===== src/rtl/ntfq_pkg.sv =====
`timescale 1ns / 1ps
package ntfq_pkg;

  localparam int unsigned DefDepth  = 16;
  localparam int unsigned TimeBits  = 48;
  localparam int unsigned SeqBits   = 32;
  localparam int unsigned HandleBits = 32;
  localparam int unsigned LimitBits = 5;

  localparam logic [LimitBits-1:0] LimitReset = LimitBits'(16);
  localparam logic [TimeBits-1:0]  TolReset   = TimeBits'(10000);

  // Request kinds carried on the input tuser
  typedef enum logic [1:0] {
    REQ_PUSH    = 2'd0,
    REQ_TAKE_NR = 2'd1,
    REQ_TAKE_OL = 2'd2,
    REQ_PEEK_NR = 2'd3
  } req_e;

  // Configuration register indexes
  typedef enum logic {
    CFG_MAX_ENTRIES = 1'b0,
    CFG_TOLERANCE   = 1'b1
  } cfg_e;

  typedef enum logic [2:0] {
    ST_IDLE,
    ST_DROP,
    ST_SCAN,
    ST_DECIDE,
    ST_WRITE,
    ST_REPLY
  } state_e;

  // One queued frame record
  typedef struct packed {
    logic [HandleBits-1:0] handle;
    logic [SeqBits-1:0]    seq;
    logic [TimeBits-1:0]   ftime;
  } entry_t;

  // Cell control from the sequencer
  typedef struct packed {
    logic rotate;
    logic load;
  } cell_ctrl_t;

  function automatic logic [TimeBits-1:0] abs_diff(input logic [TimeBits-1:0] a,
                                                   input logic [TimeBits-1:0] b);
    abs_diff = (a >= b) ? (a - b) : (b - a);
  endfunction

endpackage


===== src/rtl/nearest_timestamp_frame_queue.sv =====
`timescale 1ns / 1ps
// Channel  Direction  Signals                          Content
// s_axis   in         s_tvalid/s_tready/s_tdata/tuser  one request
// m_axis   out        m_tvalid/m_tready/m_tdata/tuser  one result per request
// cfg      in         cfg_valid/cfg_ready/index/data   register write
//
// Entries sit oldest first in a ring of DEPTH cells; all cells rotate together.
// After the accepting idle cycle, a push drops oldest entries when full, then
// writes; take-oldest drops the head; a nearest search rotates and compares all
// DEPTH cells, then decides, and a take-nearest drops entries up to the match.
// A rejected push or a request on an empty queue goes straight to the reply.
// Lowering max_entries trims one entry per cycle; no request is taken meanwhile.
// Reset clears count and sequence tracking; cell contents are not reset.
// A result held by m_tready low stalls only the finish of the next request.
module nearest_timestamp_frame_queue
  import ntfq_pkg::*;
#(
  parameter int unsigned DEPTH = DefDepth
) (
  input  logic          clk_i,
  input  logic          rst_ni,
  input  logic          s_tvalid,
  output logic          s_tready,
  input  logic [159:0]  s_tdata,   // frame_handle, frame_seq, frame_time, target
  input  logic [1:0]    s_tuser,   // req_type
  output logic          m_tvalid,
  input  logic          m_tready,
  output logic [167:0]  m_tdata,   // out_handle, out_seq, out_time, entry_count,
                                   // oldest_time, zero pad
  output logic          m_tuser,   // result_ok
  input  logic          cfg_valid,
  output logic          cfg_ready,
  input  logic          cfg_index,
  input  logic [47:0]   cfg_data
);

  localparam int unsigned CW = $clog2(DEPTH + 1);

  state_e state_q, state_d;
  logic [CW-1:0] count_q, count_d;
  logic [CW-1:0] left_q, left_d;
  logic [CW-1:0] scan_q, scan_d;
  logic [CW-1:0] best_pos_q, best_pos_d;
  logic [TimeBits-1:0] best_dist_q, best_dist_d;
  entry_t best_q, best_d;
  logic [SeqBits-1:0] last_seq_q, last_seq_d;
  logic [LimitBits-1:0] limit_q, limit_d;
  logic [TimeBits-1:0] tol_q, tol_d;
  req_e req_q, req_d;
  entry_t in_q, in_d;
  logic [TimeBits-1:0] target_q, target_d;
  logic reply_pend_q, reply_pend_d;
  logic ok_q, ok_d;
  entry_t res_q, res_d;

  logic out_valid_q, out_valid_d;
  logic out_ok_q, out_ok_d;
  logic [167:0] out_data_q, out_data_d;

  cell_ctrl_t ctrl [DEPTH];
  entry_t cells [DEPTH];
  logic rotate;
  logic load;
  logic [CW-1:0] cap;
  logic [CW-1:0] lim_ext;
  logic [TimeBits-1:0] cur_dist;
  logic in_acc, cfg_acc;

  // Cell row: each cell takes its right neighbor, the last wraps to the head
  for (genvar g = 0; g < DEPTH; g++) begin : g_cell
    assign ctrl[g].rotate = rotate;
    assign ctrl[g].load   = load && (count_q == CW'(g));
    ntfq_cell u_cell (
      .clk_i   (clk_i),
      .ctrl_i  (ctrl[g]),
      .next_i  (cells[(g + 1) % DEPTH]),
      .load_i  (in_q),
      .entry_o (cells[g])
    );
  end

  assign lim_ext  = (CW > LimitBits) ? CW'(limit_q) : CW'(limit_q);
  assign cap      = ({27'd0, limit_q} > 32'(DEPTH)) ? CW'(DEPTH) : lim_ext;
  assign cur_dist = abs_diff(cells[0].ftime, target_q);
  assign in_acc   = s_tvalid && s_tready;
  assign cfg_acc  = cfg_valid && cfg_ready;

  // Hold off requests while a register write is offered
  assign s_tready  = (state_q == ST_IDLE) && !cfg_valid;
  assign cfg_ready = (state_q == ST_IDLE);
  assign m_tvalid  = out_valid_q;
  assign m_tuser   = out_ok_q;
  assign m_tdata   = out_data_q;

  // Sequencer: next state and cell control
  always_comb begin
    state_d      = state_q;
    count_d      = count_q;
    left_d       = left_q;
    scan_d       = scan_q;
    best_pos_d   = best_pos_q;
    best_dist_d  = best_dist_q;
    best_d       = best_q;
    last_seq_d   = last_seq_q;
    limit_d      = limit_q;
    tol_d        = tol_q;
    req_d        = req_q;
    in_d         = in_q;
    target_d     = target_q;
    reply_pend_d = reply_pend_q;
    ok_d         = ok_q;
    res_d        = res_q;
    out_valid_d  = out_valid_q && !m_tready;
    out_ok_d     = out_ok_q;
    out_data_d   = out_data_q;
    rotate       = 1'b0;
    load         = 1'b0;

    unique case (state_q)
      ST_IDLE: begin
        if (cfg_acc) begin
          unique case (cfg_e'(cfg_index))
            CFG_MAX_ENTRIES: begin
              limit_d      = cfg_data[LimitBits-1:0];
              left_d       = '0;
              reply_pend_d = 1'b0;
              req_d        = REQ_TAKE_OL;
              state_d      = ST_DROP;
            end
            CFG_TOLERANCE: tol_d = cfg_data[TimeBits-1:0];
            default: ;
          endcase
        end else if (in_acc) begin
          req_d          = req_e'(s_tuser);
          in_d.handle    = s_tdata[31:0];
          in_d.seq       = s_tdata[63:32];
          in_d.ftime     = s_tdata[111:64];
          target_d       = s_tdata[159:112];
          ok_d           = 1'b0;
          res_d          = '0;
          reply_pend_d   = 1'b1;
          left_d         = '0;
          scan_d         = '0;
          unique case (req_e'(s_tuser))
            REQ_PUSH: begin
              if (cap != '0 && s_tdata[63:32] != '0 && s_tdata[63:32] > last_seq_q) begin
                ok_d    = 1'b1;
                left_d  = (count_q >= cap) ? CW'(count_q - cap + CW'(1)) : '0;
                state_d = ST_DROP;
              end else begin
                state_d = ST_REPLY;
              end
            end
            REQ_TAKE_OL: begin
              if (count_q != '0) begin
                ok_d    = 1'b1;
                res_d   = cells[0];
                left_d  = CW'(1);
                state_d = ST_DROP;
              end else begin
                state_d = ST_REPLY;
              end
            end
            default: begin
              state_d = (count_q != '0) ? ST_SCAN : ST_REPLY;
            end
          endcase
        end
      end

      ST_DROP: begin
        // Trim after a lower limit: count the excess on the first cycle
        if (!reply_pend_q && left_q == '0 && count_q > cap) begin
          left_d = CW'(count_q - cap);
        end else if (left_q != '0) begin
          rotate  = 1'b1;
          count_d = count_q - CW'(1);
          left_d  = left_q - CW'(1);
        end else if (!reply_pend_q) begin
          state_d = ST_IDLE;
        end else if (req_q == REQ_PUSH) begin
          state_d = ST_WRITE;
        end else begin
          state_d = ST_REPLY;
        end
      end

      ST_SCAN: begin
        // Compare the head cell, then rotate; DEPTH rotations restore order
        rotate = 1'b1;
        if (scan_q < count_q && (scan_q == '0 || cur_dist < best_dist_q)) begin
          best_dist_d = cur_dist;
          best_pos_d  = scan_q;
          best_d      = cells[0];
        end
        scan_d = scan_q + CW'(1);
        if (scan_q == CW'(DEPTH - 1)) begin
          state_d = ST_DECIDE;
        end
      end

      ST_DECIDE: begin
        res_d.ftime = best_q.ftime;
        if (req_q == REQ_PEEK_NR || best_dist_q <= tol_q) begin
          ok_d  = 1'b1;
          res_d = best_q;
        end
        if (req_q == REQ_TAKE_NR && best_dist_q <= tol_q) begin
          left_d  = best_pos_q + CW'(1);
          state_d = ST_DROP;
        end else begin
          state_d = ST_REPLY;
        end
      end

      ST_WRITE: begin
        load       = 1'b1;
        count_d    = count_q + CW'(1);
        last_seq_d = in_q.seq;
        state_d    = ST_REPLY;
      end

      ST_REPLY: begin
        if (!out_valid_q || m_tready) begin
          out_valid_d  = 1'b1;
          out_ok_d     = ok_q;
          out_data_d   = {3'd0,
                          (count_q != '0) ? cells[0].ftime : {TimeBits{1'b0}},
                          LimitBits'(count_q),
                          res_q.ftime, res_q.seq, res_q.handle};
          reply_pend_d = 1'b0;
          state_d      = ST_IDLE;
        end
      end

      default: state_d = ST_IDLE;
    endcase
  end

  // Control state
  always_ff @(posedge clk_i or negedge rst_ni) begin
    if (!rst_ni) begin
      state_q      <= ST_IDLE;
      count_q      <= '0;
      left_q       <= '0;
      scan_q       <= '0;
      last_seq_q   <= '0;
      limit_q      <= LimitReset;
      tol_q        <= TolReset;
      reply_pend_q <= 1'b0;
      out_valid_q  <= 1'b0;
    end else begin
      state_q      <= state_d;
      count_q      <= count_d;
      left_q       <= left_d;
      scan_q       <= scan_d;
      last_seq_q   <= last_seq_d;
      limit_q      <= limit_d;
      tol_q        <= tol_d;
      reply_pend_q <= reply_pend_d;
      out_valid_q  <= out_valid_d;
    end
  end

  // Payload
  always_ff @(posedge clk_i) begin
    best_pos_q  <= best_pos_d;
    best_dist_q <= best_dist_d;
    best_q      <= best_d;
    req_q       <= req_d;
    in_q        <= in_d;
    target_q    <= target_d;
    ok_q        <= ok_d;
    res_q       <= res_d;
    out_ok_q    <= out_ok_d;
    out_data_q  <= out_data_d;
  end

  a_count_bound: assert property (@(posedge clk_i) disable iff (!rst_ni)
    count_q <= CW'(DEPTH))
    else $error("entry count above depth");

  a_accept_busy: assert property (@(posedge clk_i) disable iff (!rst_ni)
    in_acc |=> state_q != ST_IDLE)
    else $error("request accepted without leaving idle");

  a_scan_keeps_count: assert property (@(posedge clk_i) disable iff (!rst_ni)
    state_q == ST_SCAN |=> $stable(count_q))
    else $error("entry count changed during search");

endmodule


===== src/rtl/ntfq_cell.sv =====
`timescale 1ns / 1ps
module ntfq_cell
  import ntfq_pkg::*;
(
  input  logic       clk_i,
  input  cell_ctrl_t ctrl_i,
  input  entry_t     next_i,
  input  entry_t     load_i,
  output entry_t     entry_o
);

  entry_t entry_q;
  entry_t entry_d;

  // Take the neighbor's record on a rotate, or the new record on a load
  always_comb begin
    entry_d = entry_q;
    if (ctrl_i.rotate) begin
      entry_d = next_i;
    end else if (ctrl_i.load) begin
      entry_d = load_i;
    end
  end

  always_ff @(posedge clk_i) begin
    entry_q <= entry_d;
  end

  assign entry_o = entry_q;

endmodule

===== config.mk =====
export PLATFORM = sky130hd
export DESIGN_NAME = nearest_timestamp_frame_queue
export DESIGN_NICKNAME = d
export VERILOG_FILES = /design/src/rtl/ntfq_pkg.sv /design/src/rtl/nearest_timestamp_frame_queue.sv /design/src/rtl/ntfq_cell.sv
export SDC_FILE = /design/constraint.sdc
export NUM_CORES = 2
export LEC_CHECK = 0
export ABC_CLOCK_PERIOD_IN_PS = 29000
export BUFFER_PORTS_ARGS = -buffer_cell sky130_fd_sc_hd__buf_4
export CAP_MARGIN = 20
export CORE_ASPECT_RATIO = 1.25
export CORE_MARGIN = 10
export CORE_UTILIZATION = 38
export CTS_BUF_LIST = sky130_fd_sc_hd__clkbuf_16
export DETAILED_ROUTE_END_ITERATION = 12
export PLACE_DENSITY = 0.51
export RECOVER_POWER = 25
export SYNTH_ARGS = -nofsm -noshare
export SYNTH_HDL_FRONTEND = slang
export SYNTH_SLANG_ARGS = --single-unit

===== constraint.sdc =====
create_clock -name clk_i -period 29 [get_ports clk_i]
set_input_delay 5.8 -clock clk_i [delete_from_list [all_inputs] [get_ports clk_i]]
set_output_delay 5.8 -clock clk_i [all_outputs]
set_load 0.02 [all_outputs]

==> metrics.txt <==
Critical Path AT=between 10 and 15 ns; Slew headroom=-516%; WL final=around 270 mm; sequential power share=between 40% and 50%; Worst setup EP type=flip-flop; total iterations of the first detailed-routing run=5; Setup CP Type=flip-flop to flip-flop; Synth cell types=90; CTS tree=built; area of the die=around 290000 µm²; # Max-Cap Violations=29; DRC errors left=0; dpl cells=~10000; worst-skew pair later-pin latency=0.86 ns; synthesized area=103000 µm²; Net Switching=about 6200 µW; Final ANT Viol Nets=0; Die Y=between 600 and 700 µm; hold_buf cts=0; Most used DFF post-synth=edfxtp_1; DR vias/cell=5.34; clock tree buffer depth=4; num rows=214; initial drt markers=4377; internal power=10900 µW; commonest non-fill, non-tap cell in the layout=edfxtp_1; setup TNS after final layout=0 ns; min Tclk post-route=14.17 ns; Final Setup Violations=0; hold path depth=0; final period utilization=48.9%; Final Instance Count excl. Fillers=about 11000; Fmax achieved=about 71 MHz; syn_area_per_cell=15.3 µm²; Synth warnings=0; Crit Path Max Fanout=220; post_cts resized=0; Synth area leader=edfxtp_1; sw frac=36.1%; vias in the first global route=58658; most frequent cells in the layout=edfxtp_1 (2398), a21o_1 (1863), buf_4 (442); HPWL after DPL=161 mm; Tightest Hold Check Type=flip-flop to flip-flop; unrepaired setup endpoints after global routing=false; port bufs=384; R2R depth=11; largest net degree at the start of global routing=235; run status=finished, violations left; cell leakage power=0.0506 µW; Worst Tran Pin Value=9.24 ns; fraction of layout cells with a size suffix above 1=a little over an eighth; Power, Total=17100 µW; failing checks=capacitance limit, slew limit; first-pass GRT wire length=399 mm; Req. time, crit path=between 20 and 30 ns; P&R area growth vs syn=14.3%; detailed-route wire length per cell=25.3 µm; GRT Resource Usage Total=between 10% and 20%; total number of vias=57362; Post-CTS Setup Repair Bufs=0; clock transition at the registers of the reported paths=0.06 ns; register area share after synthesis=72.2%; asr flop ratio synth=4.19%; Startpoint Class=flip-flop; Final Hold Fails=0; fin nets=7438; clock share of power=20.0%; chip width=487 µm; Post-DP Area=110000 µm²; Mapped Cells=6764; Final Max Slew Viols=1459; GR Overflow Total=0; skew final=0.0705 ns; I/O Pins=388; share of the synthesized area in the top cell type=a little over two thirds; EDFF count, synth=2398; antenna violations before repair=14; Starting Density=38.1%; Core ar.=272000 µm²; TritonCTS sink count=roughly 2500; P per Cell Area=~140 nW/µm²; CTS root buf=clkbuf_16; CTS HTree Levels=5; top post-synthesis cells by area=edfxtp_1 (70%), a21o_1 (14%), ha_1 (2.9%); Gate power share=between 30% and 40%; smallest hold slack=0.412 ns; Finished Cell Area=118000 µm²; Worst IR Drop VDD=137 µV; TritonCTS Buffers=272; Final GP Congestion=0.836; register bit total from synthesis=2503
per-layer routing:
metal | routed length, µm | global-route usage, % | vias to the layer above
li1 | - | - | 25963
met1 | 123000 | 24.7 | 29743
met2 | 130000 | 29.5 | 1257
met3 | 11600 | 2.67 | 391
met4 | 6600 | 4.55 | 8
met5 | 55 | 0 | -
cell type report:
class                   instances  area (µm²)
fillers                     24524      153000
flip-flops and latches       2503       74600
multi-input cells            3463       25900
clock buffers                 286        7160
well taps                    3564        4460
repair buffers                474        3570
clock inverters               185        1490
inverters                     262         991
diodes                          1        2.50
through the flow:
step           setup WS, ns  utilization, %
5_1_grt               13.40            43.5
3_5_place_dp          16.73            40.4
4_1_cts               16.73            43.6
3_3_place_gp          16.75            40.4
6_report              14.83            43.5
2_1_floorplan         15.29               -
state kept, by name (all words and copies together) (netlist names), 3 cells and up:
name / cells
best_dist_q: 48
best_pos_q: 5
best_q: 112
count_q: 5
g_cell.u_cell.entry_o: 1792
in_q: 112
last_seq_q: 32
left_q: 5
lim_ext: 5
m_tdata: 165
res_q: 112
scan_q: 5
state_q: 3
target_q: 48
tol_q: 48
cells in the mapped netlist (20+ instances only):
library cell / n
mux2_2: 61
a22o_1: 113
nand2_1: 155
edfxtp_1: 2398
xnor2_1: 41
xor2_1: 21
nand3_1: 24
and2_1: 125
a21oi_1: 168
nand4_1: 50
nor2b_1: 27
inv_1: 262
ha_1: 243
o21bai_1: 22
nor3_1: 23
a21o_1: 1863
nor4_1: 20
o21ai_0: 128
clkbuf_1: 510
nor2_1: 128
dfrtp_1: 99
power groups by stage:
stage / sequential (µW) / clock [µW] / combinational, µW
after CTS: 7460 / 3530 / 6280
after detailed placement: 7510 / 0 / 6230
after global routing: 7730 / 3660 / 6780
after global placement: 7480 / 0 / 6160
after floorplan: 7830 / 0 / 4090
final: 7550 / 3420 / 6170
worst max-delay path, cell delays in order, from the launching register on:
cell and delay (ns):
dfrtp_1 0.40, inv_1 0.08, ha_1 0.22, nand2_1 0.12, or2_0 0.41, a21oi_1 0.17
nor2_1 1.55, clkbuf_1 6.50, clkbuf_1 2.24, buf_4 0.91, buf_4 0.80, a21o_1 0.24
logic make-up after synthesis:
family                     Yosys count  share of synthesized area [%]
AOI/OAI and AO/OA                 2449                           17.3
xor gates and xnor gates            62                          0.525
buffers and inverters              800                           2.97
DFF                               2503                           72.2
other                                1                        0.00363
muxes                               82                          0.873
and+or+nand+nor                    621                           3.12
adders and majority gates          246                           3.00
final timing paths:
check	startpoint	endpoint	slack, ns
setup / recovery	left_q[0]$_DFFE_PN0P_	g_cell[11].u_cell.entry_o[15]$_DFFE_PP_	14.83
hold / removal	res_q[2]$_DFFE_PP_	m_tdata[66]$_DFFE_PP_	0.41
setup reg to reg	left_q[0]$_DFFE_PN0P_	g_cell[11].u_cell.entry_o[15]$_DFFE_PP_	14.83
hold reg to reg	res_q[2]$_DFFE_PP_	m_tdata[66]$_DFFE_PP_	0.41
max in group asynchronous	rst_ni	last_seq_q[25]$_DFFE_PN0P_	22.59
min in group asynchronous	rst_ni	tol_q[40]$_DFFE_PN0P_	5.06
Power figures use the tool's default switching activity.
